`src/hdl/gnhc_pkg.sv`:
```
// Package for the GC-normalised copy-state decoder: word types, register indexes,
// state machine encodings and the state-mean table. No dependencies.
`default_nettype none
package gnhc_pkg;

    localparam int NUM_STATES_DEF = 6;

    localparam int CFG_W     = 16;
    localparam int CFG_IDX_W = 2;
    localparam int SCORE_W   = 32;

    localparam logic [CFG_IDX_W-1:0] CFG_SWITCH_PENALTY = 2'd0;
    localparam logic [CFG_IDX_W-1:0] CFG_EMISSION_SCALE = 2'd1;

    localparam logic [CFG_W-1:0] SWITCH_PENALTY_RST = 16'd16384;
    localparam logic [CFG_W-1:0] EMISSION_SCALE_RST = 16'd16384;

    localparam logic signed [SCORE_W-1:0] INIT_OTHER = -32'sd8192;

    typedef struct packed {
        logic [15:0] gc_fraction;
        logic [23:0] read_depth;
        logic        first_bin;
    } t_in_word;

    typedef struct packed {
        logic signed [16:0] log2_ratio;
        logic [2:0]         copy_state;
    } t_out_word;

    typedef struct packed {
        logic signed [16:0] obs;
        logic               first_bin;
    } t_obs_word;

    typedef struct packed {
        logic [CFG_W-1:0] switch_penalty;
        logic [CFG_W-1:0] emission_scale;
    } t_cfg;

    typedef enum logic [2:0] {
        F_IDLE,
        F_DIV,
        F_NORM,
        F_LOG,
        F_PUSH
    } t_front_state;

    typedef enum logic [2:0] {
        B_IDLE,
        B_EMIT,
        B_ACS,
        B_BEST,
        B_DONE
    } t_back_state;

    // state means in Q5.11
    function automatic logic signed [16:0] mu_q11(input logic [2:0] k);
        logic signed [16:0] m;
        unique case (k)
            3'd0: m = -17'sd29261;
            3'd1: m = -17'sd2048;
            3'd2: m = 17'sd0;
            3'd3: m = 17'sd1198;
            3'd4: m = 17'sd2048;
            3'd5: m = 17'sd2707;
            3'd6: m = 17'sd3246;
            3'd7: m = 17'sd3701;
        endcase
        return m;
    endfunction

endpackage
`default_nettype wire

```
`src/hdl/gnhc_back.sv`:
```
// Back end: per-state emission cost on one shared multiplier pair, parallel
// add-compare update, best-state pick and renormalisation. Uses gnhc_pkg.
`default_nettype none
module gnhc_back #(
    parameter int NUM_STATES = gnhc_pkg::NUM_STATES_DEF
) (
    input  wire logic                i_clk,
    input  wire logic                i_rst_n,
    input  wire gnhc_pkg::t_cfg      i_cfg,
    input  wire logic                i_empty,
    input  wire gnhc_pkg::t_obs_word i_word,
    output logic                     o_pop,
    output logic                     o_valid,
    input  wire logic                i_ready,
    output gnhc_pkg::t_out_word      o_data
);
    import gnhc_pkg::*;

    localparam int SW   = (NUM_STATES > 1) ? $clog2(NUM_STATES) : 1;
    localparam int KW   = $clog2(NUM_STATES + 1);
    localparam int PREF = (NUM_STATES > 2) ? 2 : NUM_STATES - 1;

    t_back_state r_state, n_state;

    logic signed [SCORE_W-1:0] r_path [NUM_STATES];
    logic [27:0]               r_emiss [NUM_STATES];
    logic signed [33:0]        r_cur [NUM_STATES];
    logic signed [16:0]        r_obs;
    logic [KW-1:0]             r_k;
    logic [33:0]               r_sq;
    logic [SW-1:0]             r_sqi;
    logic signed [33:0]        r_best_val;
    logic [SW-1:0]             r_best_idx;
    logic                      r_out_valid;
    t_out_word                 r_out;

    logic signed [17:0] diff;
    logic [16:0]        ad;
    logic [49:0]        prod;
    logic [49:0]        prod_r;
    logic signed [33:0] neg_sp;
    logic signed [33:0] acs [NUM_STATES];
    logic signed [33:0] bv;
    logic [SW-1:0]      bi;
    logic               load_out;

    always_comb begin
        diff   = 18'(r_obs) - 18'(mu_q11(3'(r_k)));
        ad     = diff[17] ? 17'(-diff) : diff[16:0];
        prod   = 50'(r_sq) * 50'(i_cfg.emission_scale);
        prod_r = prod + 50'd2097152;
        neg_sp = -$signed({18'd0, i_cfg.switch_penalty});
        // scores peak at zero, so the best predecessor is the stay or any switch
        for (int k = 0; k < NUM_STATES; k++) begin
            acs[k] = ((34'(r_path[k]) > neg_sp) ? 34'(r_path[k]) : neg_sp)
                     - $signed({6'd0, r_emiss[k]});
        end
        bv = r_cur[PREF];
        bi = SW'(PREF);
        for (int k = 0; k < NUM_STATES; k++) begin
            if (r_cur[k] > bv) begin
                bv = r_cur[k];
                bi = SW'(k);
            end
        end
    end

    always_comb begin
        n_state = r_state;
        unique case (r_state)
            B_IDLE: if (!i_empty) n_state = B_EMIT;
            B_EMIT: if (r_k == KW'(NUM_STATES)) n_state = B_ACS;
            B_ACS:  n_state = B_BEST;
            B_BEST: n_state = B_DONE;
            B_DONE: if (!r_out_valid || i_ready) n_state = B_IDLE;
            default: n_state = B_IDLE;
        endcase
    end

    always_comb begin
        o_pop    = (r_state == B_IDLE) && !i_empty;
        load_out = (r_state == B_DONE) && (!r_out_valid || i_ready);
        o_valid  = r_out_valid;
        o_data   = r_out;
    end

    always_ff @(posedge i_clk) begin
        if (!i_rst_n) begin
            r_state     <= B_IDLE;
            r_out_valid <= 1'b0;
            for (int k = 0; k < NUM_STATES; k++) begin
                r_path[k] <= (k == PREF) ? '0 : INIT_OTHER;
            end
        end else begin
            r_state <= n_state;
            if (load_out) begin
                r_out_valid <= 1'b1;
            end else if (i_ready) begin
                r_out_valid <= 1'b0;
            end
            if (o_pop && i_word.first_bin) begin
                for (int k = 0; k < NUM_STATES; k++) begin
                    r_path[k] <= (k == PREF) ? '0 : INIT_OTHER;
                end
            end else if (load_out) begin
                for (int k = 0; k < NUM_STATES; k++) begin
                    if (35'(r_cur[k]) - 35'(r_best_val) < -35'sd2147483648) begin
                        r_path[k] <= 32'sh80000000;
                    end else begin
                        r_path[k] <= 32'(r_cur[k] - r_best_val);
                    end
                end
            end
        end
    end

    always_ff @(posedge i_clk) begin
        if (o_pop) begin
            r_obs <= i_word.obs;
            r_k   <= '0;
        end
        if (r_state == B_EMIT) begin
            r_k <= r_k + KW'(1);
            if (r_k < KW'(NUM_STATES)) begin
                r_sq  <= 34'(ad) * 34'(ad);
                r_sqi <= SW'(r_k);
            end
            if (r_k != '0) begin
                r_emiss[r_sqi] <= prod_r[49:22];
            end
        end
        if (r_state == B_ACS) begin
            for (int k = 0; k < NUM_STATES; k++) begin
                r_cur[k] <= acs[k];
            end
        end
        if (r_state == B_BEST) begin
            r_best_val <= bv;
            r_best_idx <= bi;
        end
        if (load_out) begin
            r_out.log2_ratio <= r_obs;
            r_out.copy_state <= 3'(r_best_idx);
        end
    end

    a_state_range: assert property (@(posedge i_clk) disable iff (!i_rst_n)
        o_valid |-> (o_data.copy_state < 3'(NUM_STATES)))
        else $error("copy state out of range");

    a_out_from_done: assert property (@(posedge i_clk) disable iff (!i_rst_n)
        $rose(o_valid) |-> $past(r_state) == B_DONE)
        else $error("output word without a finished update");

    a_emit_count: assert property (@(posedge i_clk) disable iff (!i_rst_n)
        r_state == B_EMIT |-> r_k <= KW'(NUM_STATES))
        else $error("emission counter overrun");

    a_pop_only_idle: assert property (@(posedge i_clk) disable iff (!i_rst_n)
        o_pop |=> r_state == B_EMIT)
        else $error("pop did not start an update");

endmodule
`default_nettype wire

```
`config.mk`:
```
export PLATFORM = sky130hd
export DESIGN_NAME = gnhc_back
export DESIGN_NICKNAME = d
export VERILOG_FILES = /design/src/hdl/gnhc_pkg.sv /design/src/hdl/gnhc_back.sv
export SDC_FILE = /design/constraint.sdc
export NUM_CORES = 2
export LEC_CHECK = 0
export ABC_AREA = 1
export ABC_CLOCK_PERIOD_IN_PS = 31700
export BUFFER_PORTS_ARGS = -buffer_cell sky130_fd_sc_hd__buf_2
export CORE_MARGIN = 4
export CORE_UTILIZATION = 45
export DETAILED_ROUTE_END_ITERATION = 10
export PLACE_DENSITY = 0.58
export SLEW_MARGIN = 40
export SYNTH_ARGS = -nofsm -noshare
export SYNTH_HDL_FRONTEND = slang
export SYNTH_SLANG_ARGS = --single-unit
export TNS_END_PERCENT = 5
```
`constraint.sdc`:
```
create_clock -name i_clk -period 31.7 [get_ports i_clk]
set_clock_uncertainty 0.05 [all_clocks]
set_input_delay 6.34 -clock i_clk [delete_from_list [all_inputs] [get_ports i_clk]]
set_output_delay 6.34 -clock i_clk [all_outputs]
set_load 0.005 [all_outputs]
```
==> reports/qor.yml <==
route:
  drcViolationCount: 0
  detail_route.wl_per_cell_um: 21.8
  drt_first_pass_iters: 6
  num_vias: 61000
  viasPerCell: 5.49
  drtAntennaViolNets: 0
  routed_wirelength_mm: 243
  first_iter_violations: 4694
placement:
  placed_area_um2: 79800
  place_inst: 11000
  port_buffers: 75
  routabilityCongestion: 1.00
  dp_hpwl_mm: 194
  dp_slack_ps: 12740
synth:
  netlist_instances: 8828
  synth_area_per_cell_um2: 8.67
  synthTopCellsByArea: "edfxtp_1 27%, ha_1 17%, fa_1 17%"
  yosysWarnings: 0
  synth_area_leader_cell: "edfxtp_1"
  syn_nets: 10600
  netlist_area_um2: 76500
  ys_types: 56
  yosysTopAreaCellShare_pct: 26.6
  synth_edf_count: 677
  synth-seq-area-share_pct: 27.0
  async_flop_share_pct: 0
  synth-seq-cells: 692
  synthFlopType: "edfxtp_1"
cells_and_area:
  drive_gt1_share_pct: 4.33
  multi_input_area_um2: 48700
  final_common_cell: "inv_1"
  fin_area_um2: 82700
  nets: 10600
  regArea_um2: 20600
  fillers: 16200
  fin_cells: 11100
  syn2layout_area_growth_pct: 8.10
  final_cell_mix: "1739 x inv_1, 1610 x nand2_1, 1057 x ha_1, 677 x edfxtp_1, 635 x fa_1"
setup_path:
  start_kind: "primary input"
  crit_path_frequent_cell: "a21oi_1"
  required_ps: 32100
  crit_start: "i_cfg[16]"
  cp.arrival_ps: 18410
  reg2reg_from: "r_cur[2][4]"
  reg2reg_depth: 69
  end_kind: "flip-flop"
  critical_path_class: "in2reg"
  cp_max_fo: 30
  critPathMaxStageDelay_ps: 660
  regToRegSetupSlack_ps: 13980
  critPathCapture: "r_cur[3][30]"
  reg2reg_to: "r_best_idx[2]"
  slowest_stage: "nor3b_1"
clock_tree:
  post-cts-setup-buffers: 0
  clk_pin_slew_ps: 60
  clock_latency_ps: 730
  cts_buffer_depth: 3
  cts_root_buf: "clkbuf_16"
  cts.htree.levels: 3
  postCtsHoldBufs: 0
  cts.sinks: 692
  cts_buffers: 88
  cts.repair.resized: 0
  cts_tree: "done"
global_route:
  grt_max_degree: 80
  grt_pass1_wl_mm: 369
  antenna_found_initial: 16
  grt_usage_pct: 27.5
  grt_pass1_vias: 62000
  grt_overflow: 0
sta:
  fmax_mhz: 55.5
  fin_tns_setup_ps: 0
  setup_ws_ps: 13690
  finalMaxSlewViolations: 0
  slew_headroom_pct: 37.9
  period_needed_ps: 18010
  fin_crit_sh_pct: 56.8
  finalSetupViolCount: 0
  rsz0062_at_grt: "no"
  worst_pin_slew_ps: 932
  hold_viol_final: 0
floorplanning:
  io_pins: 76
  die_area_um2: 177000
  die_y_um: 420
  core_um2: 169000
  die_x_um: 420
  start_util_pct: 45.2
  row_count: 151
hold_path:
  hold_path_class: "reg2reg"
status:
  outcome: "complete, no violations"
flow_run:
  drv_cap: 0
==> worst min path at each step <==
stage	startpoint	end	cells past startpoint
after global routing	r_best_idx[2]	o_data[2]	0
after detailed placement	r_best_idx[2]	o_data[2]	0
after floorplan	r_best_idx[0]	o_data[0]	0
after global placement	r_best_idx[2]	o_data[2]	0
after CTS	r_best_idx[2]	o_data[2]	0
final	r_best_idx[2]	o_data[2]	0
==> Yosys cell counts, types with 12 or more instances <==
cell,number
a211oi_1,38
a21o_1,53
a21oi_1,576
a221oi_1,12
a31oi_1,22
clkbuf_1,240
dfxtp_1,15
edfxtp_1,677
fa_1,635
ha_1,1057
inv_1,1742
nand2_1,1614
nand3_1,226
nand4_1,114
nor2_1,435
nor3_1,41
nor4_1,26
o211ai_1,22
o21a_1,12
o21ai_0,625
o21bai_1,53
o31ai_1,12
or2_2,13
xnor2_1,201
xor2_1,256
==> worst max-delay path: cells and delay by family <==
kind                     cells  cell delay (ps)
adder cells (fa/ha/maj)      3             1090
AO/OA/AOI/OAI               29             5420
buffers and inverters        8             1910
AND/OR/NAND/NOR             13             3210
XOR/XNOR                     2              390
==> metrics by stage <==
stage                     hold slack [ps]  utilization, %
after floorplan                       350               -
after global routing                  430            48.9
after CTS                             427            48.8
after detailed placement              412            47.1
final                                 426            48.9
after global placement                413            47.0
==> cell type report <==
class	instances	area share, %
clock buffer	111	2.79
inverter	1743	7.91
multi-input combinational	6136	58.9
sequential	692	24.9
timing repair buffer	175	1.46
tap	2218	3.35
clock inverter	51	0.673
antenna	1	0.00302
==> flip-flops by register name, indices dropped and copies added, names as in the netlist, named ones only <==
| name | flops |
|---|---|
| r_sq | 33 |
| r_sqi | 3 |
| r_obs | 17 |
| r_best_idx | 3 |
| r_k | 3 |
| r_cur | 204 |
| r_path | 192 |
| r_state | 3 |
| r_emiss | 168 |
| o_data | 20 |
| r_best_val | 34 |
| o_valid | 1 |
==> kinds of logic after synthesis <==
| logic type | count (synthesis) | share of synthesized area [%] |
|---|---|---|
| xor+xnor | 457 | 5.23 |
| buf+inv | 2000 | 9.86 |
| flops | 692 | 27.0 |
| compound gates | 1468 | 10.5 |
| fa+ha+maj | 1692 | 33.9 |
| simple gates | 2519 | 13.5 |
==> per-layer routing <==
metal	vias up	track usage, %	routed length (um)
li1	28800	-	-
met1	29900	34.9	100000
met2	1957	47.6	117000
met3	417	2.99	14200
met4	4	11.8	11300
met5	-	0	76
Power is not shown: default switching activity piles up to over one toggle a cycle in this logic, so the estimate is an artifact.
