**src/hdl/gnhc_pkg.sv**
```systemverilog
// Package for the GC-normalised copy-state decoder: word types, register indexes,
// state machine encodings and the state-mean table. No dependencies.
`default_nettype none
package gnhc_pkg;

    localparam int NUM_STATES_DEF = 6;

    localparam int CFG_W     = 16;
    localparam int CFG_IDX_W = 2;
    localparam int SCORE_W   = 32;

    localparam logic [CFG_IDX_W-1:0] CFG_SWITCH_PENALTY = 2'd0;
    localparam logic [CFG_IDX_W-1:0] CFG_EMISSION_SCALE = 2'd1;

    localparam logic [CFG_W-1:0] SWITCH_PENALTY_RST = 16'd16384;
    localparam logic [CFG_W-1:0] EMISSION_SCALE_RST = 16'd16384;

    localparam logic signed [SCORE_W-1:0] INIT_OTHER = -32'sd8192;

    typedef struct packed {
        logic [15:0] gc_fraction;
        logic [23:0] read_depth;
        logic        first_bin;
    } t_in_word;

    typedef struct packed {
        logic signed [16:0] log2_ratio;
        logic [2:0]         copy_state;
    } t_out_word;

    typedef struct packed {
        logic signed [16:0] obs;
        logic               first_bin;
    } t_obs_word;

    typedef struct packed {
        logic [CFG_W-1:0] switch_penalty;
        logic [CFG_W-1:0] emission_scale;
    } t_cfg;

    typedef enum logic [2:0] {
        F_IDLE,
        F_DIV,
        F_NORM,
        F_LOG,
        F_PUSH
    } t_front_state;

    typedef enum logic [2:0] {
        B_IDLE,
        B_EMIT,
        B_ACS,
        B_BEST,
        B_DONE
    } t_back_state;

    // state means in Q5.11
    function automatic logic signed [16:0] mu_q11(input logic [2:0] k);
        logic signed [16:0] m;
        unique case (k)
            3'd0: m = -17'sd29261;
            3'd1: m = -17'sd2048;
            3'd2: m = 17'sd0;
            3'd3: m = 17'sd1198;
            3'd4: m = 17'sd2048;
            3'd5: m = 17'sd2707;
            3'd6: m = 17'sd3246;
            3'd7: m = 17'sd3701;
        endcase
        return m;
    endfunction

endpackage
`default_nettype wire

```
**src/hdl/gnhc_front.sv**
```systemverilog
// Front end: accepts a bin, forms the GC-expected depth, divides bit-serially and
// takes log2 by normalise-and-square. Pushes the Q5.11 ratio word. Uses gnhc_pkg.
`default_nettype none
module gnhc_front (
    input  wire logic               i_clk,
    input  wire logic               i_rst_n,
    input  wire logic               i_valid,
    output logic                    o_ready,
    input  wire gnhc_pkg::t_in_word i_data,
    output logic                    o_push,
    input  wire logic               i_full,
    output gnhc_pkg::t_obs_word     o_word
);
    import gnhc_pkg::*;

    t_front_state r_state, n_state;

    logic [21:0] r_e;
    logic [21:0] r_rem;
    logic [41:0] r_q;
    logic [5:0]  r_cnt;
    logic        r_first;
    logic [42:0] r_w;
    logic [5:0]  r_p;
    logic [30:0] r_m;
    logic [19:0] r_f;

    logic [31:0] gsq;
    logic [22:0] e_sum;
    logic [21:0] e_cl;
    logic [38:0] dn;
    logic [22:0] trial;
    logic        ge;
    logic [41:0] q_next;
    logic [61:0] sq;
    logic [31:0] msq;
    logic signed [8:0]  pd;
    logic signed [28:0] v;
    logic signed [28:0] vr;
    logic signed [19:0] r_raw;
    logic signed [16:0] r_sat;

    always_comb begin
        gsq   = 32'(i_data.gc_fraction) * 32'(i_data.gc_fraction);
        e_sum = 23'd3276800 + 23'(i_data.gc_fraction) - 23'(gsq[31:17]);
        e_cl  = (e_sum < 23'd65536) ? 22'd65536 : e_sum[21:0];
        dn    = 39'(i_data.read_depth) * 39'd25600;
        trial = {r_rem, r_q[41]};
        ge    = trial >= {1'b0, r_e};
        q_next = {r_q[40:0], ge};
        sq    = 62'(r_m) * 62'(r_m);
        msq   = sq[61:30];
        pd    = $signed({3'b000, r_p}) - 9'sd24;
        v     = $signed({pd, 20'd0}) + $signed({9'd0, r_f}) - 29'sd6966590;
        vr    = v + 29'sd256;
        r_raw = 20'(vr >>> 9);
        if (r_raw < -20'sd65536) begin
            r_sat = -17'sd65536;
        end else if (r_raw > 20'sd65535) begin
            r_sat = 17'sd65535;
        end else begin
            r_sat = r_raw[16:0];
        end
    end

    always_comb begin
        n_state = r_state;
        unique case (r_state)
            F_IDLE: if (i_valid) n_state = F_DIV;
            F_DIV:  if (r_cnt == 6'd41) n_state = F_NORM;
            F_NORM: if (r_w[42]) n_state = F_LOG;
            F_LOG:  if (r_cnt == 6'd19) n_state = F_PUSH;
            F_PUSH: if (!i_full) n_state = F_IDLE;
            default: n_state = F_IDLE;
        endcase
    end

    always_comb begin
        o_ready          = (r_state == F_IDLE);
        o_push           = (r_state == F_PUSH) && !i_full;
        o_word.obs       = r_sat;
        o_word.first_bin = r_first;
    end

    always_ff @(posedge i_clk) begin
        if (!i_rst_n) begin
            r_state <= F_IDLE;
        end else begin
            r_state <= n_state;
        end
    end

    always_ff @(posedge i_clk) begin
        unique case (r_state)
            F_IDLE: begin
                r_e     <= e_cl;
                r_rem   <= 22'(dn[38:18]);
                r_q     <= {dn[17:0], 24'd0};
                r_cnt   <= '0;
                r_first <= i_data.first_bin;
            end
            F_DIV: begin
                r_rem <= ge ? 22'(trial - {1'b0, r_e}) : trial[21:0];
                r_q   <= q_next;
                r_cnt <= r_cnt + 6'd1;
                r_w   <= 43'(q_next) + 43'd1678;
                r_p   <= 6'd42;
            end
            F_NORM: begin
                // shift until the top bit is set, tracking the msb position
                if (r_w[42]) begin
                    r_m   <= r_w[42:12];
                    r_f   <= '0;
                    r_cnt <= '0;
                end else begin
                    r_w <= {r_w[41:0], 1'b0};
                    r_p <= r_p - 6'd1;
                end
            end
            F_LOG: begin
                r_cnt <= r_cnt + 6'd1;
                r_f   <= {r_f[18:0], msq[31]};
                r_m   <= msq[31] ? msq[31:1] : msq[30:0];
            end
            F_PUSH: begin
                r_cnt <= r_cnt;
            end
            default: begin
                r_cnt <= r_cnt;
            end
        endcase
    end

endmodule
`default_nettype wire

```
**config.mk**
```make
export PLATFORM = sky130hd
export DESIGN_NAME = gnhc_front
export DESIGN_NICKNAME = d
export VERILOG_FILES = /design/src/hdl/gnhc_pkg.sv /design/src/hdl/gnhc_front.sv
export SDC_FILE = /design/constraint.sdc
export NUM_CORES = 2
export LEC_CHECK = 0
export ABC_AREA = 1
export BUFFER_PORTS_ARGS = -buffer_cell sky130_fd_sc_hd__buf_4
export CAP_MARGIN = 20
export CORE_MARGIN = 2
export CORE_UTILIZATION = 25
export CTS_BUF_LIST = sky130_fd_sc_hd__clkbuf_4 sky130_fd_sc_hd__clkbuf_8 sky130_fd_sc_hd__clkbuf_16
export CTS_CLUSTER_DIAMETER = 60
export DETAILED_ROUTE_END_ITERATION = 7
export SLEW_MARGIN = 20
export SYNTH_ARGS = -nofsm -noshare
export SYNTH_HDL_FRONTEND = slang
export SYNTH_SLANG_ARGS = --single-unit
```
**constraint.sdc**
```tcl
create_clock -name i_clk -period 8.5 [get_ports i_clk]
set_clock_uncertainty 0.15 [all_clocks]
set_input_delay 1.7 -clock i_clk [delete_from_list [all_inputs] [get_ports i_clk]]
set_output_delay 1.7 -clock i_clk [all_outputs]
set_load 0.005 [all_outputs]
```
==> flow_metrics.env <==
export IMPL_status="finished, final reports clean"
export IMPL_synthCells=6592
export IMPL_yosys_area_top_type_share=0.361
export IMPL_tns_ns=0
export IMPL_post_route_min_period_ns=8.07
export IMPL_yosys_area_top_type="fa_1"
export IMPL_synth_cell_types=58
export IMPL_clk_pin_slew_ns=0.08
export IMPL_yosysWarnings=0
export IMPL_grt_pass1_vias=42900
export IMPL_ff_latch_area_mm2=0.00574
export IMPL_fmax_mhz=124
export IMPL_finalNetCount=8117
export IMPL_ioPinCount=65
export IMPL_endpoint_kind="flip-flop"
export IMPL_dpl_worst_slack_ns=-0.0948
export IMPL_layout_drive_gt1_share=0.0552
export IMPL_die_h_um=458
export IMPL_cts_buffer_depth=2
export IMPL_syn_nets=8054
export IMPL_grt_overflow_total=0
export IMPL_cp_arrival_ns=8.15
export IMPL_coreArea_mm2=0.205
export IMPL_dr_pass1_iters=5
export IMPL_ant_nets=0
export IMPL_start_util=0.252
export IMPL_grt_max_degree=67
export IMPL_tightest_slew_ns=1.12
export IMPL_critPathMaxFanout=17
export IMPL_antenna_cells=0
export IMPL_synth_edf_count=189
export IMPL_drc=0
export IMPL_clk_latency_ns=0.47
export IMPL_rsz0062_at_grt="false"
export IMPL_setup_viol_count_final=0
export IMPL_cts_tree="yes"
export IMPL_startpoint_type="flip-flop"
export IMPL_grtUsageTotal=0.132
export IMPL_fin_ws_ns=0.425
export IMPL_fillers=22200
export IMPL_dp_hpwl_um=114000
export IMPL_required_ns=8.57
export IMPL_h_tree_depth=4
export IMPL_avgRoutedWirePerCell_um=14.4
export IMPL_grt_pass1_wl_um=226000
export IMPL_vias=40100
export IMPL_viasPerCell=4.29
export IMPL_antenna_found_initial=1
export IMPL_ys_seq_elements=192
export IMPL_drv_slew=0
export IMPL_rows=166
export IMPL_die_area_mm2=0.210
export IMPL_synth_flop_cell="edfxtp_1"
export IMPL_drv_cap=0
export IMPL_cts_root_buf="clkbuf_16"
export IMPL_hold_viol=0
export IMPL_hold_buffers=0
export IMPL_hold_class="reg2reg"
export IMPL_maxSlewHeadroom=0.253
export IMPL_drt_wl_total_um=135000
export IMPL_fin_crit_sh=0.950
export IMPL_cts_buffers_inserted=17
export IMPL_synthTopCellsByArea="fa_1, inv_1, ha_1, nand2_1, edfxtp_1"
export IMPL_place_gp_congestion=0.936
export IMPL_worstSetupPathType="reg2reg"
export IMPL_clock_sink_count=192
export IMPL_syn_to_final_growth_pct=9.76
export IMPL_port_buffer_count=64
export IMPL_syn_avg_cell_area_um2=7.82
export IMPL_first_iter_violations=2465
export IMPL_die_w_um=458
export IMPL_synth_area_mm2=0.0516
export IMPL_multi_input_area_mm2=0.0378
export IMPL_ys_seq_area_frac=0.111
export IMPL_async_flop_share=0
[flip-flops by register name, indices dropped and copies added (netlist names)]
signal	count
r_m	31
r_rem	22
r_first	1
r_e	18
r_f	20
r_p	6
r_cnt	6
r_q	42
r_w	43
r_state	3
[per-layer routing]
metal / GRT usage / share of wire / wire, um
met5: 0 / 0.000096 / 13
met4: 0.0229 / 0.016 / 2220
met3: 0.00859 / 0.036 / 4860
met2: 0.230 / 0.49 / 65900
met1: 0.180 / 0.46 / 61900
[cells in the mapped netlist (5+ instances only)]
| cell | instances |
|---|---|
| nand3_2 | 45 |
| edfxtp_1 | 189 |
| xnor2_1 | 37 |
| and2_1 | 6 |
| inv_2 | 16 |
| ha_1 | 488 |
| a21o_1 | 15 |
| a21oi_1 | 174 |
| a32o_1 | 5 |
| a21boi_0 | 5 |
| or2_2 | 15 |
| buf_2 | 8 |
| nand3_1 | 198 |
| nor2_2 | 10 |
| nor3_1 | 48 |
| and3_1 | 9 |
| nor4_1 | 22 |
| nor2_1 | 351 |
| fa_1 | 929 |
| buf_1 | 18 |
| a31oi_1 | 9 |
| o21ai_0 | 122 |
| nand4_1 | 47 |
| nand2_2 | 13 |
| clkbuf_1 | 128 |
| o211ai_1 | 8 |
| o21ai_1 | 11 |
| nand2_1 | 1573 |
| o21bai_1 | 22 |
| buf_4 | 8 |
| xor2_1 | 74 |
| inv_1 | 1935 |
[critical path, cell delays in order, from the launching register on]
cell,delay [ns]
edfxtp_1,0.97
buf_4,0.43
nand2_1,0.18
fa_1,0.53
fa_1,0.54
inv_1,0.06
fa_1,0.48
fa_1,0.59
fa_1,0.47
fa_1,0.53
fa_1,0.44
ha_1,0.30
ha_1,0.45
nand2_1,0.14
nor2_1,0.18
inv_1,0.08
nor3_1,0.45
and3_1,0.24
nand2_1,0.15
nand3_1,0.13
nand2_1,0.11
nand3_1,0.12
nand3_2,0.08
[layout by cell type, fill, tap and decap left out, types with 5 or more instances in the layout]
master | netlist | routed
o21bai_1 | 22 | 22
fa_1 | 929 | 929
nand2_1 | 1573 | 1572
nor4_1 | 22 | 22
edfxtp_1 | 189 | 189
xor2_1 | 74 | 74
inv_1 | 1935 | 1934
inv_2 | 16 | 17
and2_1 | 6 | 6
and3_1 | 9 | 9
clkbuf_16 | 0 | 17
nand4_1 | 47 | 47
ha_1 | 488 | 488
nand3_1 | 198 | 198
buf_12 | 2 | 18
o21ai_0 | 122 | 121
or2_2 | 15 | 15
nand3_2 | 45 | 45
xnor2_1 | 37 | 37
nor2_2 | 10 | 11
a31oi_1 | 9 | 9
a21o_1 | 15 | 15
a21oi_1 | 174 | 173
nor2_1 | 351 | 348
o211ai_1 | 8 | 8
nor2_4 | 3 | 5
nor3_1 | 48 | 48
buf_4 | 8 | 194
o21ai_1 | 11 | 11
nand2_2 | 13 | 13
a32o_1 | 5 | 5
a21oi_2 | 4 | 5
[repair_timing]
item | in CTS | in global routing
endpoints found under the setup margin | 0 | 28
resized for setup | 0 | 3
buffers inserted | 0 | 2
endpoints found under the hold margin | 0 | 0
[kinds of logic (layout without fill, tap and decap cells)]
group | after synthesis | in the layout | share of synthesized area
compound gates | 401 | 401 | 0.0442
xor+xnor | 111 | 111 | 0.0189
fa+ha+maj | 1417 | 1417 | 0.479
buf+inv | 2119 | 2193 | 0.156
flops | 192 | 192 | 0.111
simple gates | 2352 | 2352 | 0.190
[final timing paths]
path	startpoint	endpoint	slack, ns	cells after the start
setup / recovery	r_m[23]	r_m[21]	0.43	22
setup reg to reg	r_m[23]	r_m[21]	0.43	22
hold reg to reg	r_w[0]	r_w[1]	0.38	2
hold / removal	r_w[0]	r_w[1]	0.38	2
[through the flow]
step,instances,utilization,hold slack (ns),instance area [um2]
after floorplan,6592,-,0.337,51600
after global placement,9322,0.273,0.360,56000
after detailed placement,9322,0.274,0.361,56000
after CTS,9352,0.276,0.384,56600
after global routing,9354,0.276,0.412,56600
final,9354,0.276,0.384,56600
[final cells by class]
class                           count  share of cell area
Clock buffer                       17             0.00752
Clock inverter                     13             0.00217
Inverter                         1951               0.129
Multi-Input combinational cell   4281               0.668
Sequential cell                   192               0.101
Tap cell                         2688              0.0594
Timing Repair Buffer              212              0.0321
Power is left out: the tool's default activity adds up to more than one toggle a clock period on the data nets, which glitch-free logic cannot reach.
