`config.mk`:
```
export PLATFORM = sky130hd
export DESIGN_NAME = gnhc_fifo
export DESIGN_NICKNAME = d
export VERILOG_FILES = /design/src/hdl/gnhc_pkg.sv /design/src/hdl/gnhc_fifo.sv
export SDC_FILE = /design/constraint.sdc
export NUM_CORES = 1
export LEC_CHECK = 0
export ABC_AREA = 1
export BUFFER_PORTS_ARGS = -buffer_cell sky130_fd_sc_hd__buf_2
export CAP_MARGIN = 30
export CORE_ASPECT_RATIO = 0.8
export CORE_MARGIN = 2
export CORE_UTILIZATION = 51
export DETAILED_ROUTE_END_ITERATION = 8
export MAX_ROUTING_LAYER = met4
export PLACE_DENSITY_LB_ADDON = 0.08
export SLEW_MARGIN = 25
export SYNTH_ARGS = -nofsm -noshare
export SYNTH_HDL_FRONTEND = slang
export SYNTH_SLANG_ARGS = --single-unit
```
`constraint.sdc`:
```
create_clock -name i_clk -period 2 [get_ports i_clk]
set_clock_uncertainty 0.1 [all_clocks]
set_input_delay 0.4 -clock i_clk [delete_from_list [all_inputs] [get_ports i_clk]]
set_output_delay 0.4 -clock i_clk [all_outputs]
set_load 0.02 [all_outputs]
```
`src/hdl/gnhc_pkg.sv`:
```
// Package for the GC-normalised copy-state decoder: word types, register indexes,
// state machine encodings and the state-mean table. No dependencies.
`default_nettype none
package gnhc_pkg;

    localparam int NUM_STATES_DEF = 6;

    localparam int CFG_W     = 16;
    localparam int CFG_IDX_W = 2;
    localparam int SCORE_W   = 32;

    localparam logic [CFG_IDX_W-1:0] CFG_SWITCH_PENALTY = 2'd0;
    localparam logic [CFG_IDX_W-1:0] CFG_EMISSION_SCALE = 2'd1;

    localparam logic [CFG_W-1:0] SWITCH_PENALTY_RST = 16'd16384;
    localparam logic [CFG_W-1:0] EMISSION_SCALE_RST = 16'd16384;

    localparam logic signed [SCORE_W-1:0] INIT_OTHER = -32'sd8192;

    typedef struct packed {
        logic [15:0] gc_fraction;
        logic [23:0] read_depth;
        logic        first_bin;
    } t_in_word;

    typedef struct packed {
        logic signed [16:0] log2_ratio;
        logic [2:0]         copy_state;
    } t_out_word;

    typedef struct packed {
        logic signed [16:0] obs;
        logic               first_bin;
    } t_obs_word;

    typedef struct packed {
        logic [CFG_W-1:0] switch_penalty;
        logic [CFG_W-1:0] emission_scale;
    } t_cfg;

    typedef enum logic [2:0] {
        F_IDLE,
        F_DIV,
        F_NORM,
        F_LOG,
        F_PUSH
    } t_front_state;

    typedef enum logic [2:0] {
        B_IDLE,
        B_EMIT,
        B_ACS,
        B_BEST,
        B_DONE
    } t_back_state;

    // state means in Q5.11
    function automatic logic signed [16:0] mu_q11(input logic [2:0] k);
        logic signed [16:0] m;
        unique case (k)
            3'd0: m = -17'sd29261;
            3'd1: m = -17'sd2048;
            3'd2: m = 17'sd0;
            3'd3: m = 17'sd1198;
            3'd4: m = 17'sd2048;
            3'd5: m = 17'sd2707;
            3'd6: m = 17'sd3246;
            3'd7: m = 17'sd3701;
        endcase
        return m;
    endfunction

endpackage
`default_nettype wire

```
`src/hdl/gnhc_fifo.sv`:
```
// Two-word queue between the front end and the decoder back end.
// Uses gnhc_pkg for the word type.
`default_nettype none
module gnhc_fifo (
    input  wire logic                i_clk,
    input  wire logic                i_rst_n,
    input  wire logic                i_push,
    input  wire gnhc_pkg::t_obs_word i_word,
    output logic                     o_full,
    input  wire logic                i_pop,
    output logic                     o_empty,
    output gnhc_pkg::t_obs_word      o_word
);
    import gnhc_pkg::*;

    t_obs_word r_mem [2];
    logic      r_wr;
    logic      r_rd;
    logic [1:0] r_count;

    assign o_full  = (r_count == 2'd2);
    assign o_empty = (r_count == 2'd0);
    assign o_word  = r_mem[r_rd];

    always_ff @(posedge i_clk) begin
        if (i_push) begin
            r_mem[r_wr] <= i_word;
        end
    end

    always_ff @(posedge i_clk) begin
        if (!i_rst_n) begin
            r_wr    <= 1'b0;
            r_rd    <= 1'b0;
            r_count <= 2'd0;
        end else begin
            if (i_push) r_wr <= ~r_wr;
            if (i_pop)  r_rd <= ~r_rd;
            r_count <= r_count + 2'(i_push) - 2'(i_pop);
        end
    end

endmodule
`default_nettype wire

```
==> out/results.tsv, run 1 <==
stage	metric	value	unit
routing	detail_route.wl_per_cell	12.2	µm
critical_path	cp_max_fo	13	
die	fp.dieArea	3560	µm²
finish	nFillCells	248	
timing	post-route-worst-setup-slack	111	ps
timing	achievable-frequency	529	MHz
timing	period_needed	1890	ps
routing	antenna_left	0	
die	core	3020	µm²
hold_path	timing.hold.worst.class	input port to register	
logic_synthesis	netlist_area	1580	µm²
die	initial_core_util	52.3	%
timing	setup-violations-final	0	
die	io_pins	42	
run	max_cap_violations	0	
clock_tree	post-cts-setup-buffer-count	0	
clock_tree	cts_sinks	41	
logic_synthesis	netlist_instances	89	
timing	grt_setup_unrepaired	no	
clock_tree	clock_tree.buffer_depth	2	
logic_synthesis	synth-warning-count	0	
logic_synthesis	synthMuxAreaShare	15.2	%
routing	detail_route.wirelength	2220	µm
timing	max_slew_margin_vs_limit	84.6	%
run_status	outcome	completed	
clock_tree	hold_buffers	0	
logic_synthesis	ys_types	12	
logic_synthesis	syn-mean-instance-area	17.7	µm²
routing	drc	0	
clock_tree	clock_latency	270	ps
finish	sequential_cell_area	1180	µm²
timing	hold_violations	0	
clock_tree	htreeDepth	2	
die	floorplan.die.height	53.8	µm
logic_synthesis	synth_nets	113	
power_and_ir_drop	leakage	0.811	nW
placement	routabilityCongestion	0.809	
timing	slew_viol_final	0	
global_route	grt_first_pass_wirelength	3420	µm
critical_path	origin_of_the_critical_flop_to_flop_path	r_count[0]	
power_and_ir_drop	power.density	893	nW/µm²
critical_path	cp-end-kind	primary output	
clock_tree	clockRootBuffer	sky130_fd_sc_hd__clkbuf_8	
critical_path	r2r_end	r_count[1]	
die	rows	18	
global_route	grt_start_max_net_pins	14	
finish	fraction_of_layout_instances_using_a_drive_strength_above_1	50.4	%
hold_path	timing.hold.worst.start	i_word[7]	
placement	preCtsSetupSlack	394	ps
critical_path	worst-setup-path-type	register to primary output	
global_route	grt_pass1_vias	762	
critical_path	worstPathArrival	1390	ps
logic_synthesis	synth_sequential_area_ratio	74.9	%
placement	io_buffers	41	
critical_path	critPathLaunchType	register	
routing	drt-initial-drc-count	34	
finish	antenna-diode-count	0	
timing	worst_pin_slew	231	ps
routing	num_vias	849	
placement	dp_hpwl	1610	µm
global_route	initial_antenna_violation_count	0	
finish	layout.nets	165	
critical_path	setup.worst_path.end	o_word[1]	
routing	drt_pre_antenna_iters	4	
timing	post-route-period-util	94.4	%
timing	fin_setup_tns	0	ps
critical_path	ff2ff_path_depth	8	
logic_synthesis	synth_top_family_by_area	multiplexers	
global_route	grtUsageTotal	14.3	%
die	die_w	66.2	µm
routing	vias_per_std_cell	4.69	
logic_synthesis	synth-compound-area-share	0.317	%
clock_tree	number_of_buffers_inserted_during_clock_tree_synthesis	5	
finish	synthToLayoutAreaGrowth	22.0	%
logic_synthesis	postSynthRegisterBits	41	
finish	multiInputGateArea	342	µm²
clock_tree	tritoncts	built	
critical_path	worst-endpoint-required	1500	ps
logic_synthesis	yosys.area_share.simple	4.36	%
clock_tree	post_cts_resized	0	
power_and_ir_drop	vdd_ir_drop_max	542	µV
global_route	overflow	0	
critical_path	r2r_slack	610	ps
clock_tree	clk_pin_slew	70	ps
logic_synthesis	synth_xor_xnor_area_share	0	%
logic_synthesis	synth_adder_area_share	1.59	%
## cell type report
type                       instances  share of cell area [%]
tap                               40                    2.60
clock buffer                       6                    3.77
timing repair buffer              47                    13.0
inverter                           7                    1.36
clock inverter                     1                   0.195
sequential                        41                    61.3
multi-input combinational         39                    17.7
## report_power, final
part           leakage [nW]  internal, mW  switching (mW)
Sequential            0.380         0.985          0.0156
Clock                0.0387         0.235           0.236
Combinational         0.392         0.110           0.137
## critical path: stages (launching register included)
cell	delay, ps
sky130_fd_sc_hd__dfxtp_1	340
sky130_fd_sc_hd__buf_4	260
sky130_fd_sc_hd__mux2_2	360
sky130_fd_sc_hd__buf_2	160
## synthesized netlist by cell type
cell                       instances  area (µm²)
sky130_fd_sc_hd__nor2_1            9        33.8
sky130_fd_sc_hd__edfxtp_1         36        1080
sky130_fd_sc_hd__nand2_1           8        30.0
sky130_fd_sc_hd__buf_12            1        20.0
sky130_fd_sc_hd__ha_1              2        25.0
sky130_fd_sc_hd__mux2_2            8        90.1
sky130_fd_sc_hd__inv_1             7        26.3
sky130_fd_sc_hd__mux2_4           10         150
sky130_fd_sc_hd__nand3_1           1        5.00
sky130_fd_sc_hd__dfxtp_1           5         100
sky130_fd_sc_hd__a21oi_1           1        5.00
sky130_fd_sc_hd__buf_6             1        11.3
## worst min-delay path by stage
| stage | endpoint | slack [ps] | depth (start not counted) |
|---|---|---|---|
| 3_5_place_dp | register | 400 | 2 |
| 5_1_grt | r_mem[1][5] | 190 | 1 |
| 2_1_floorplan | register | 360 | 2 |
| 6_report | r_mem[1][7] | 210 | 1 |
| 3_3_place_gp | r_rd | 380 | 2 |
| 4_1_cts | r_mem[1][7] | 200 | 1 |
## flip-flops by register name (all words and copies together) (netlist names), named ones only
signal and count:
r_wr 1, r_count 2, r_mem 36, r_rd 1
## cell usage in the layout (no fill, tap or decap), drive strengths merged
| cell | instances |
|---|---|
| a21oi | 1 |
| buf | 47 |
| clkbuf | 6 |
| clkinv | 1 |
| dfxtp | 5 |
| edfxtp | 36 |
| ha | 2 |
| inv | 7 |
| mux2 | 18 |
| nand2 | 8 |
| nand3 | 1 |
| nor2 | 9 |
## metal layers
metal	GRT usage [%]	share of wire, %	wire length [µm]
met2	23.3	52	1150
met5	-	0	0
met1	16.3	42	925
met3	5.65	6.0	132
met4	5.10	0.45	10
## cells by family (layout without fill, tap and decap cells)
group	Yosys count	after routing
multiplexers	18	18
AND/OR/NAND/NOR	18	18
adder cells (fa/ha/maj)	2	2
AO/OA/AOI/OAI	1	1
buffers and inverters	9	61
flip-flops	41	41
## through the flow
stage | utilization [%] | std cells | total power, mW | hold slack (ps) | cell area, µm²
2_1_floorplan | - | 89 | 1.19 | 363 | 1580
3_3_place_gp | 61.3 | 174 | 1.26 | 381 | 1850
3_5_place_dp | 61.3 | 174 | 1.27 | 401 | 1850
4_1_cts | 63.8 | 181 | 1.74 | 196 | 1930
5_1_grt | 63.8 | 181 | 1.80 | 191 | 1930
6_report | 63.8 | 181 | 1.72 | 209 | 1930
(Power assumes the default switching activity.)
==> inputs of run 2 (changes only) <==
--- a/config.mk
+++ b/config.mk
@@ -6,7 +6,7 @@
 export NUM_CORES = 1
 export LEC_CHECK = 0
 export ABC_AREA = 1
-export BUFFER_PORTS_ARGS = -buffer_cell sky130_fd_sc_hd__buf_2
+export BUFFER_PORTS_ARGS = -buffer_cell sky130_fd_sc_hd__clkbuf_2
 export CAP_MARGIN = 30
 export CORE_ASPECT_RATIO = 0.8
 export CORE_MARGIN = 2
==> run 2 against run 1 <==
Largest cell class unchanged; first-iteration DRC count fell by 44%; maximum frequency rose by 0.80%; setup slack improved by 15 ps.
==> out/results.tsv, run 2 (synthesis results as in run 1) <==
stage	metric	value	unit	change
run_status	outcome	completed		unchanged
critical_path	cp-end-kind	primary output		unchanged
finish	final_cell_area	1930	µm²	about the same
finish	synthToLayoutAreaGrowth	22.4	%	was 22.0%
timing	achievable-frequency	534	MHz	was 529 MHz
clock_tree	clockRootBuffer	sky130_fd_sc_hd__clkbuf_8		unchanged
clock_tree	htreeDepth	2		unchanged
critical_path	r2r_slack	600	ps	was 610 ps
placement	preCtsSetupSlack	408	ps	was 394 ps
global_route	grt_start_max_net_pins	14		unchanged
finish	largest_register_ffs	36		unchanged
critical_path	worstPathArrival	1370	ps	was 1390 ps
finish	layout_commonest_cell	sky130_fd_sc_hd__clkbuf_2		was sky130_fd_sc_hd__buf_2
critical_path	critPathLaunchType	register		unchanged
power_and_ir_drop	power.density	894	nW/µm²	was 893 nW/µm²
die	fp.dieArea	3560	µm²	unchanged
clock_tree	post_cts_resized	0		unchanged
placement	dp_hpwl	1540	µm	was 1610 µm
timing	max_slew_margin_vs_limit	84.8	%	was 84.6%
clock_tree	post-cts-setup-buffer-count	0		unchanged
timing	fin_setup_tns	0	ps	unchanged
hold_path	worstHoldPathCells	1		unchanged
finish	largest-register	r_mem		unchanged
routing	drt-initial-drc-count	19		was 34
finish	layout.nets	165		unchanged
timing	hold_violations	0		unchanged
global_route	grtUsageTotal	13.8	%	was 14.3%
clock_tree	clock_tree.buffer_depth	2		unchanged
finish	largest_registers	r_mem: 36 flops, r_count: 2 flops		unchanged
global_route	overflow	0		unchanged
critical_path	worst-endpoint-required	1500	ps	about the same
die	rows	18		unchanged
finish	fraction_of_layout_instances_using_a_drive_strength_above_1	50.7	%	was 50.4%
clock_tree	tritoncts	built		unchanged
die	die_w	66.2	µm	unchanged
critical_path	origin_of_the_critical_flop_to_flop_path	r_count[0]		unchanged
power_and_ir_drop	power	1.73	mW	was 1.72 mW
finish	post-route-util	64.0	%	was 63.8%
routing	antenna_left	0		unchanged
timing	post-route-period-util	93.7	%	was 94.4%
global_route	grt_pass1_vias	737		was 762
global_route	grt_first_pass_wirelength	3330	µm	was 3420 µm
placement	io_buffers	41		unchanged
critical_path	worst-setup-path-type	register to primary output		unchanged
hold_path	timing.hold.worst.class	input port to register		unchanged
run	max_cap_violations	0		unchanged
die	core	3020	µm²	unchanged
critical_path	cp_max_fo	13		unchanged
placement	detailed_place.area	1850	µm²	unchanged
critical_path	ff2ff_path_depth	8		unchanged
die	io_pins	42		unchanged
timing	worst_pin_slew	229	ps	was 231 ps
clock_tree	cts_sinks	41		unchanged
die	initial_core_util	52.3	%	unchanged
timing	period_needed	1870	ps	was 1890 ps
clock_tree	clock_latency	270	ps	about the same
routing	drt_pre_antenna_iters	4		unchanged
power_and_ir_drop	leakage	0.823	nW	was 0.811 nW
timing	slew_viol_final	0		unchanged
routing	num_vias	844		was 849
timing	post-route-worst-setup-slack	126	ps	was 111 ps
finish	mostFrequentLayoutCells	41 x sky130_fd_sc_hd__clkbuf_2, 36 x sky130_fd_sc_hd__edfxtp_1, 10 x sky130_fd_sc_hd__mux2_4		was 41 x sky130_fd_sc_hd__buf_2, 36 x sky130_fd_sc_hd__edfxtp_1, 10 x sky130_fd_sc_hd__mux2_4
placement	routabilityCongestion	0.807		was 0.809
die	floorplan.die.height	53.8	µm	unchanged
routing	detail_route.wl_per_cell	11.6	µm	was 12.2 µm
hold_path	worst_hold_endpoint	r_mem[1][4]		was r_mem[1][7]
clock_tree	hold_buffers	0		unchanged
critical_path	r2r_end	r_count[1]		unchanged
routing	drc	0		unchanged
clock_tree	clk_pin_slew	70	ps	about the same
hold_path	timing.hold.worst.start	i_word[4]		was i_word[7]
clock_tree	number_of_buffers_inserted_during_clock_tree_synthesis	5		unchanged
global_route	initial_antenna_violation_count	0		unchanged
timing	grt_setup_unrepaired	no		unchanged
finish	antenna-diode-count	0		unchanged
power_and_ir_drop	vdd_ir_drop_max	854	µV	was 542 µV
routing	vias_per_std_cell	4.64		was 4.69
routing	detail_route.wirelength	2120	µm	was 2220 µm
timing	setup-violations-final	0		unchanged
run 2: changes by cell type in the layout (fill, tap and decap cells not counted), sizes merged:
| cell | before | now |
|---|---|---|
| clkbuf | 6 | 48 |
| buf | 47 | 6 |
run 2: how the worst max path moves through the flow:
| stage | from | depth (start not counted) | to |
|---|---|---|---|
| floorplan | i_push | 2 | r_mem[0][0] |
| global placement | register | 3 | o_word[1] |
| detailed placement | register | 3 | o_word[3] |
| CTS | register | 3 | o_word[3] |
| global route | register | 3 | o_word[3] |
| finish | register | 3 | o_word[3] |
run 2: critical path, stage by stage, from the launching register on:
cell	delay, ps
sky130_fd_sc_hd__dfxtp_1	330
sky130_fd_sc_hd__buf_4	250
sky130_fd_sc_hd__mux2_2	370
sky130_fd_sc_hd__clkbuf_2	150
run 2: metal layers:
metal	up-vias	part of all wire [%]	global-route usage, %
li1	425	-	-
met1	383	43	16.2
met2	34	50	22.2
met3	2	6.7	5.23
met4	0	0.47	5.10
met5	-	0	-
run 2: cell type report:
type | instances | area, µm²
tap | 40 | 50.0
clock inverter | 1 | 5.00
multi-input combinational | 39 | 342
fill | 247 | 1090
clock buffer | 7 | 76.3
timing repair buffer | 47 | 250
inverter | 7 | 26.3
sequential | 41 | 1180
run 2: stage by stage:
step | hold WS (ps) | std cells
floorplan | 363 | 89
global placement | 381 | 174
detailed placement | 390 | 174
CTS | 203 | 182
global route | 189 | 182
finish | 212 | 182
run 2: power breakdown:
group | switching (mW) | total, mW | internal, mW
clock | 0.233 | 0.478 | 0.244
combinational | 0.138 | 0.247 | 0.109
sequential | 0.0153 | 1.00 | 0.985
total | 0.387 | 1.73 | 1.34
